## src/rtl/spbm_pkg.sv

```systemverilog
// ----------------------------------------------------------------------------
// spbm_pkg
// widths, register map and constants of the stereo phase balance meter
// ----------------------------------------------------------------------------
`default_nettype none

package spbm_pkg;

  localparam int SAMPLE_W = 16;
  localparam int GAIN_W   = 17;
  localparam int MAG_W    = 17;
  localparam int SUM_W    = MAG_W + 1;
  localparam int PROD_W   = SAMPLE_W + GAIN_W;
  localparam int FRAC_W   = 15;

  localparam int APB_DATA_W = 32;
  localparam int APB_ADDR_W = 3;

  // register map, byte addresses
  localparam logic [APB_ADDR_W-1:0] REG_GAIN_Q15 = 3'd0;

  localparam logic [GAIN_W-1:0] GAIN_RESET = 17'd32768;
  localparam logic [GAIN_W-1:0] GAIN_MAX   = 17'd65536;

  // largest magnitude that is not a clip
  localparam logic [MAG_W-1:0] CLIP_LEVEL = 17'd32768;

  // one product lsb below one result lsb, for the ceiling of negative products
  localparam logic [PROD_W-1:0] ROUND_NEG = 33'd32767;

endpackage

`default_nettype wire

```

## src/rtl/stereo_phase_balance_meter.sv

```systemverilog
// ----------------------------------------------------------------------------
// stereo_phase_balance_meter
// per-window peak meter of stereo balance and phase over scaled sample pairs
// ----------------------------------------------------------------------------
// result path: a window's last item is registered in stage a, then stage b, then the output register
// throughput: one item per cycle while in_stall is low, set by the three-stage register pipeline
// in_stall rises only when a window-closing item is held by a full, stalled
//   output register; other items keep flowing into the peak registers
// reset: synchronous, clears valids and peaks, gain_q15 returns to unity
// ----------------------------------------------------------------------------
`default_nettype none

module stereo_phase_balance_meter (
  input  wire logic                                   clk,
  input  wire logic                                   rst,

  // apb configuration port
  input  wire logic                                   psel,
  input  wire logic                                   penable,
  input  wire logic                                   pwrite,
  input  wire logic [spbm_pkg::APB_ADDR_W-1:0]        paddr,
  input  wire logic [spbm_pkg::APB_DATA_W-1:0]        pwdata,
  output logic      [spbm_pkg::APB_DATA_W-1:0]        prdata,
  output logic                                        pready,

  // sample pairs in
  input  wire logic                                   in_valid,
  output logic                                        in_stall,
  input  wire logic signed [spbm_pkg::SAMPLE_W-1:0]   left_sample,
  input  wire logic signed [spbm_pkg::SAMPLE_W-1:0]   right_sample,
  input  wire logic                                   window_last,

  // window results out
  output logic                                        out_valid,
  input  wire logic                                   out_stall,
  output logic [spbm_pkg::MAG_W-1:0]                  max_center,
  output logic [spbm_pkg::MAG_W-1:0]                  max_left,
  output logic [spbm_pkg::MAG_W-1:0]                  max_left_diff,
  output logic [spbm_pkg::MAG_W-1:0]                  max_right,
  output logic [spbm_pkg::MAG_W-1:0]                  max_right_diff,
  output logic [spbm_pkg::SUM_W-1:0]                  max_phase_center_sum,
  output logic [spbm_pkg::MAG_W-1:0]                  max_phase_center_diff,
  output logic [spbm_pkg::SUM_W-1:0]                  max_phase_left_sum,
  output logic [spbm_pkg::MAG_W-1:0]                  max_phase_left_diff,
  output logic [spbm_pkg::SUM_W-1:0]                  max_phase_right_sum,
  output logic [spbm_pkg::MAG_W-1:0]                  max_phase_right_diff,
  output logic                                        clipped
);

  import spbm_pkg::*;

  // --------------------------------------------------------------------------
  // configuration register
  // --------------------------------------------------------------------------
  logic [GAIN_W-1:0] gain_q15;
  logic              cfg_write;
  logic              addr_gain;

  // word decode: the low byte-offset bits are ignored
  assign addr_gain = (paddr[APB_ADDR_W-1:2] == REG_GAIN_Q15[APB_ADDR_W-1:2]);
  assign cfg_write = psel && penable && pwrite && addr_gain;
  assign pready    = 1'b1;

  always_ff @(posedge clk) begin
    if (rst) begin
      gain_q15 <= GAIN_RESET;
    end else if (cfg_write) begin
      gain_q15 <= pwdata[GAIN_W-1:0];
    end
  end

  always_comb begin
    prdata = '0;
    if (addr_gain) begin
      prdata = {{(APB_DATA_W-GAIN_W){1'b0}}, gain_q15};
    end
  end

  // --------------------------------------------------------------------------
  // pipeline control
  // stage a holds the raw pair, stage b the scaled magnitudes, and the peak
  // registers plus the output register form the last stage
  // --------------------------------------------------------------------------
  logic a_valid;
  logic b_valid;
  logic b_last;
  logic out_free;
  logic b_go;
  logic adv;

  assign out_free = !out_valid || !out_stall;
  // a closing item needs the output register, any other item only the peaks
  assign b_go     = b_valid && (!b_last || out_free);
  assign adv      = !b_valid || b_go;
  assign in_stall = a_valid && !adv;

  // --------------------------------------------------------------------------
  // stage a: input register
  // --------------------------------------------------------------------------
  logic signed [SAMPLE_W-1:0] a_left;
  logic signed [SAMPLE_W-1:0] a_right;
  logic                       a_last;
  logic                       in_take;

  assign in_take = in_valid && !in_stall;

  always_ff @(posedge clk) begin
    if (rst) begin
      a_valid <= 1'b0;
    end else if (adv) begin
      a_valid <= in_take;
    end else if (in_take) begin
      a_valid <= 1'b1;
    end
  end

  always_ff @(posedge clk) begin
    if (in_take) begin
      a_left  <= left_sample;
      a_right <= right_sample;
      a_last  <= window_last;
    end
  end

  // --------------------------------------------------------------------------
  // scaling: magnitude times gain over 2^15, negative values round up in
  // magnitude so the signed result is a floor
  // --------------------------------------------------------------------------
  logic [GAIN_W-1:0]   gain_eff;
  logic                neg_l, neg_r;
  logic [SAMPLE_W-1:0] abs_l, abs_r;
  logic [PROD_W-1:0]   prod_l, prod_r;
  logic [PROD_W-1:0]   rnd_l, rnd_r;
  logic [MAG_W-1:0]    mag_l, mag_r;

  assign gain_eff = (gain_q15 > GAIN_MAX) ? GAIN_MAX : gain_q15;

  always_comb begin
    neg_l  = a_left[SAMPLE_W-1];
    neg_r  = a_right[SAMPLE_W-1];
    // the most negative sample gives 0x8000, still correct as unsigned
    abs_l  = neg_l ? (~a_left + 1'b1)  : a_left;
    abs_r  = neg_r ? (~a_right + 1'b1) : a_right;
    prod_l = {{GAIN_W{1'b0}}, abs_l} * {{SAMPLE_W{1'b0}}, gain_eff};
    prod_r = {{GAIN_W{1'b0}}, abs_r} * {{SAMPLE_W{1'b0}}, gain_eff};
    rnd_l  = neg_l ? (prod_l + ROUND_NEG) : prod_l;
    rnd_r  = neg_r ? (prod_r + ROUND_NEG) : prod_r;
    mag_l  = rnd_l[FRAC_W+MAG_W-1:FRAC_W];
    mag_r  = rnd_r[FRAC_W+MAG_W-1:FRAC_W];
  end

  // --------------------------------------------------------------------------
  // stage b: scaled magnitudes and signs
  // --------------------------------------------------------------------------
  logic [MAG_W-1:0] b_mag_l, b_mag_r;
  logic             b_neg_l, b_neg_r;

  always_ff @(posedge clk) begin
    if (rst) begin
      b_valid <= 1'b0;
    end else if (adv) begin
      b_valid <= a_valid;
    end
  end

  always_ff @(posedge clk) begin
    if (adv) begin
      b_mag_l <= mag_l;
      b_mag_r <= mag_r;
      b_neg_l <= neg_l;
      b_neg_r <= neg_r;
      b_last  <= a_last;
    end
  end

  // --------------------------------------------------------------------------
  // classification and peak update
  // --------------------------------------------------------------------------
  logic             opposite;
  logic             l_gt, r_gt;
  logic [SUM_W-1:0] pair_sum;
  logic [MAG_W-1:0] diff_lr, diff_rl;
  logic             clip_now;

  // a zero magnitude has no sign, so it never makes a phase pair
  assign opposite = (b_mag_l != '0) && (b_mag_r != '0) && (b_neg_l != b_neg_r);
  assign l_gt     = b_mag_l > b_mag_r;
  assign r_gt     = b_mag_r > b_mag_l;
  assign pair_sum = {1'b0, b_mag_l} + {1'b0, b_mag_r};
  assign diff_lr  = b_mag_l - b_mag_r;
  assign diff_rl  = b_mag_r - b_mag_l;
  assign clip_now = (b_mag_l > CLIP_LEVEL) || (b_mag_r > CLIP_LEVEL);

  logic [MAG_W-1:0] center_peak, left_peak, left_diff_peak;
  logic [MAG_W-1:0] right_peak, right_diff_peak;
  logic [SUM_W-1:0] phase_center_sum_peak, phase_left_sum_peak, phase_right_sum_peak;
  logic [MAG_W-1:0] phase_left_diff_peak, phase_right_diff_peak;
  logic             clip_seen;

  logic [MAG_W-1:0] center_peak_next, left_peak_next, left_diff_peak_next;
  logic [MAG_W-1:0] right_peak_next, right_diff_peak_next;
  logic [SUM_W-1:0] phase_center_sum_peak_next, phase_left_sum_peak_next;
  logic [SUM_W-1:0] phase_right_sum_peak_next;
  logic [MAG_W-1:0] phase_left_diff_peak_next, phase_right_diff_peak_next;
  logic             clip_seen_next;

  always_comb begin
    center_peak_next           = center_peak;
    left_peak_next             = left_peak;
    left_diff_peak_next        = left_diff_peak;
    right_peak_next            = right_peak;
    right_diff_peak_next       = right_diff_peak;
    phase_center_sum_peak_next = phase_center_sum_peak;
    phase_left_sum_peak_next   = phase_left_sum_peak;
    phase_left_diff_peak_next  = phase_left_diff_peak;
    phase_right_sum_peak_next  = phase_right_sum_peak;
    phase_right_diff_peak_next = phase_right_diff_peak;
    clip_seen_next             = clip_seen || clip_now;

    if (opposite) begin
      if (l_gt) begin
        if (pair_sum > phase_left_sum_peak)  phase_left_sum_peak_next  = pair_sum;
        if (diff_lr > phase_left_diff_peak)  phase_left_diff_peak_next = diff_lr;
      end else if (r_gt) begin
        if (pair_sum > phase_right_sum_peak) phase_right_sum_peak_next  = pair_sum;
        if (diff_rl > phase_right_diff_peak) phase_right_diff_peak_next = diff_rl;
      end else begin
        // equal magnitudes: the difference is zero and never raises its peak
        if (pair_sum > phase_center_sum_peak) phase_center_sum_peak_next = pair_sum;
      end
    end else if (l_gt) begin
      if (b_mag_l > left_peak)      left_peak_next      = b_mag_l;
      if (diff_lr > left_diff_peak) left_diff_peak_next = diff_lr;
    end else if (r_gt) begin
      if (b_mag_r > right_peak)      right_peak_next      = b_mag_r;
      if (diff_rl > right_diff_peak) right_diff_peak_next = diff_rl;
    end else begin
      if (b_mag_l > center_peak) center_peak_next = b_mag_l;
    end
  end

  // peaks take the item, or clear once the closing item is handed out
  always_ff @(posedge clk) begin
    if (rst || (b_go && b_last)) begin
      center_peak           <= '0;
      left_peak             <= '0;
      left_diff_peak        <= '0;
      right_peak            <= '0;
      right_diff_peak       <= '0;
      phase_center_sum_peak <= '0;
      phase_left_sum_peak   <= '0;
      phase_left_diff_peak  <= '0;
      phase_right_sum_peak  <= '0;
      phase_right_diff_peak <= '0;
      clip_seen             <= 1'b0;
    end else if (b_go) begin
      center_peak           <= center_peak_next;
      left_peak             <= left_peak_next;
      left_diff_peak        <= left_diff_peak_next;
      right_peak            <= right_peak_next;
      right_diff_peak       <= right_diff_peak_next;
      phase_center_sum_peak <= phase_center_sum_peak_next;
      phase_left_sum_peak   <= phase_left_sum_peak_next;
      phase_left_diff_peak  <= phase_left_diff_peak_next;
      phase_right_sum_peak  <= phase_right_sum_peak_next;
      phase_right_diff_peak <= phase_right_diff_peak_next;
      clip_seen             <= clip_seen_next;
    end
  end

  // --------------------------------------------------------------------------
  // output register: one result item per window
  // --------------------------------------------------------------------------
  always_ff @(posedge clk) begin
    if (rst) begin
      out_valid <= 1'b0;
    end else if (b_go && b_last) begin
      out_valid <= 1'b1;
    end else if (!out_stall) begin
      out_valid <= 1'b0;
    end
  end

  always_ff @(posedge clk) begin
    if (b_go && b_last) begin
      max_center            <= center_peak_next;
      max_left              <= left_peak_next;
      max_left_diff         <= left_diff_peak_next;
      max_right             <= right_peak_next;
      max_right_diff        <= right_diff_peak_next;
      max_phase_center_sum  <= phase_center_sum_peak_next;
      max_phase_center_diff <= '0;
      max_phase_left_sum    <= phase_left_sum_peak_next;
      max_phase_left_diff   <= phase_left_diff_peak_next;
      max_phase_right_sum   <= phase_right_sum_peak_next;
      max_phase_right_diff  <= phase_right_diff_peak_next;
      clipped               <= clip_seen_next;
    end
  end

endmodule

`default_nettype wire
```

## config.mk

```make
export PLATFORM = sky130hd
export DESIGN_NAME = stereo_phase_balance_meter
export DESIGN_NICKNAME = d
export VERILOG_FILES = /design/src/rtl/spbm_pkg.sv /design/src/rtl/stereo_phase_balance_meter.sv
export SDC_FILE = /design/constraint.sdc
export NUM_CORES = 2
export LEC_CHECK = 0
export BUFFER_PORTS_ARGS = -buffer_cell sky130_fd_sc_hd__buf_2
export CORE_MARGIN = 3
export CORE_UTILIZATION = 40
export DETAILED_ROUTE_END_ITERATION = 7
export PLACE_DENSITY = 0.67
export RECOVER_POWER = 50
export SLEW_MARGIN = 20
export SYNTH_ARGS = -nofsm -noshare
export SYNTH_HDL_FRONTEND = slang
export SYNTH_SLANG_ARGS = --single-unit
```

## constraint.sdc

```tcl
create_clock -name clk -period 8.22 [get_ports clk]
set_input_delay 0.411 -clock clk [delete_from_list [all_inputs] [get_ports clk]]
set_output_delay 0.411 -clock clk [all_outputs]
set_load 0.03 [all_outputs]
```

==> results.ini <==
[outcome]
outcome=complete, but fails checks
violations=max-capacitance violations, max-slew violations, negative setup slack

[route]
drtIter0Drc=2738
ant_nets=0
wl_um=126000
drc=0
vias=35100
vias_per_cell=5.24
wl_per_cell_um=18.8
dr.pass1.iters=6

[floorplanning]
die_height_um=333
initial_utilization=0.404
die_w_um=333
rows=119
ios=301
fp.coreArea_um2=106000
dieArea_um2=111000

[critical_path]
worstPathRequired_ps=8590
critical_path_class=flop to flop
crit_path_start_kind=flop
end_kind=flop
crit_arrival_ps=8820
crit_start=a_left[2]$_DFFE_PP_
cp_max_fo=6
regToRegStartpoint=a_left[2]$_DFFE_PP_

[sta]
clock-skew-final_ps=45.4
min_period_ps=8450
rsz0062_at_grt=true
worst_pin_slew_ps=3170
fin_ws_ps=-229
drv_slew=254
finalSetupTns_ps=-987
max_freq_mhz=118
setup_viol=9
slew_headroom=-1.11
hold_viol_final=0
period_share=1.03

[grt]
grt_antenna_before_repair=4
grt_pass1_vias=35100
grt_max_degree=89
grt.total_usage=0.224
grt_pass1_wl_um=196000
grt_overflow_total=0

[placed_design]
pre_cts_ws_ps=-415
dpl.hpwl_um=99500
gp_congestion=0.946
place_inst=6526
io_buffer_count=250

[synthesis]
synth_top_flop_cell=edfxtp_1
netlist.area_leader.share=0.196
yosys_warnings=0
synth_cell_types=84
yosys-top-cells-area=fa_1, edfxtp_1, ha_1, dfxtp_1, inv_1
async_flop_share=0
synth_seq_cells=438
syn_area_um2=42700
synthTopCellsByCount=inv_1, nand2_1, nor2_1
yosysSeqAreaShare=0.263
synth_edf_count=244
synth_most_common_cell=inv_1
avgSynthCellArea_um2=8.95
synth_cells=4770
synth_top_area_cell=fa_1

[clock_tree]
clk_path_buf_depth=3
cts_buffers=49
clk_latency_ps=640
clkTransAtPathRegs_ps=60
htreeDepth=2
cts.sinks=438
cts_tree=built
root_buffer=clkbuf_16

[final_layout]
drive_gt1_frac=0.132
syn_to_final_growth_pct=18.2
finalNonFillerCells=6692
layout.nets=6180

[power]
vdd_drop_max_mv=0.230
fin_total_pwr_mw=14.1
power_leakage_nw=21.6
powerDensity_nw_per_um2=280

[hold_path]
hp-class=input port to flop
hp-start=in_valid

[job]
cap_violations=5

## through the flow
stage / utilization / area [µm²] / hold WS (ps)
after CTS: 0.474 / 50100 / 1.22
after detailed placement: 0.449 / 47400 / 409
after global routing: 0.478 / 50400 / 30.8
final: 0.478 / 50400 / 28.5
after floorplan: - / 43000 / 400
after global placement: 0.449 / 47400 / 402
## cell type report
type                    count  area, µm²
diodes                      1       2.50
repair buffers            649       4240
fillers                  9960      55100
clock buffers              60       1300
well taps                1391       1740
flip-flops and latches    438      11200
multi-input cells        3365      28700
clock inverters            31        388
inverters                 757       2850
## metal layers
| layer | vias up | GRT usage | wire (µm) |
|---|---|---|---|
| met4 | 0 | 0.0655 | 3880 |
| li1 | 16500 | - | - |
| met3 | 218 | 0.0457 | 10900 |
| met5 | - | 0 | 0 |
| met2 | 1279 | 0.367 | 57900 |
| met1 | 17000 | 0.299 | 53300 |
## where the power goes
part | internal (mW) | switching, mW | leakage (nW)
combinational | 3.42 | 5.49 | 17.0
sequential | 2.63 | 0.283 | 3.79
clock | 1.35 | 0.958 | 0.808
total | 7.40 | 6.73 | 21.6
## registers in the layout, indices dropped and copies added (netlist names), 18 cells and up
signal	cells
phase_right_sum_peak	18
phase_left_sum_peak	18
max_phase_left_sum	18
phase_center_sum_peak	18
max_phase_right_sum	18
max_phase_center_sum	18
## cells in the final DEF, fill, tap and decap left out, types with 27 or more instances in the layout
cell | synthesis | routed
nand2_1 | 556 | 548
inv_1 | 755 | 742
nor4_1 | 47 | 39
o21a_1 | 56 | 54
a21o_1 | 79 | 79
nand3_1 | 54 | 49
o21ai_0 | 204 | 193
dlygate4sd3_1 | 0 | 34
nor2b_1 | 56 | 53
nor2_1 | 463 | 451
clkbuf_1 | 178 | 209
fa_1 | 417 | 411
nand2b_1 | 39 | 37
buf_4 | 38 | 339
and2_1 | 46 | 42
a211oi_1 | 49 | 46
mux2i_1 | 88 | 88
edfxtp_1 | 244 | 244
nand4_1 | 44 | 44
nor3_1 | 36 | 27
xor2_1 | 48 | 40
a21oi_1 | 256 | 243
dfxtp_1 | 194 | 194
ha_1 | 428 | 416
xnor2_1 | 112 | 95
buf_2 | 16 | 52
conb_1 | 2 | 33
clkbuf_16 | 0 | 49
## repair_timing
action / CTS / global route
endpoints found under the setup margin: 16 / 33
buffers inserted: 26 / 15
resized for setup: 84 / 103
hold endpoints to repair: 34 / 0
pin swaps: 44 / 42
hold buffers: 34 / 0
## path summary, 6_finish.rpt
| check | endpoint | slack [ps] | depth (start not counted) |
|---|---|---|---|
| worst max-delay path | b_mag_l[15]$_DFFE_PP_ | -230 | 27 |
| worst min-delay path | a_valid$_SDFFE_PP0P_ | 30 | 3 |
| worst max register to register | b_mag_l[15]$_DFFE_PP_ | -230 | 27 |
| worst min register to register | b_last$_DFFE_PP_ | 420 | 0 |
## critical path, stage by stage, from the launching register on
cell      delay, ps
edfxtp_1        400
or3_4           400
or4_4           420
or4_4           430
or3_4           380
o31ai_4         280
xor2_2          200
buf_6           150
nor2_2           50
fa_1            490
fa_1            580
fa_2            450
fa_1            530
fa_1            510
inv_1            50
fa_1            490
inv_1            60
ha_4            300
buf_12          120
nand2_8          70
o21a_4          220
a21boi_4        150
o21ai_2         180
xor2_1          210
nand4_1         180
or3_4           480
nor4_4          300
xnor2_1         110
## cell families after synthesis
family	count (synthesis)	synth area share
flops	438	0.263
fa+ha+maj	845	0.321
buf+inv	998	0.0924
mux	110	0.0264
xor+xnor	160	0.0328
compound gates	797	0.116
other cells	2	0.000176
simple gates	1420	0.148
Power figures use the tool's default switching activity.
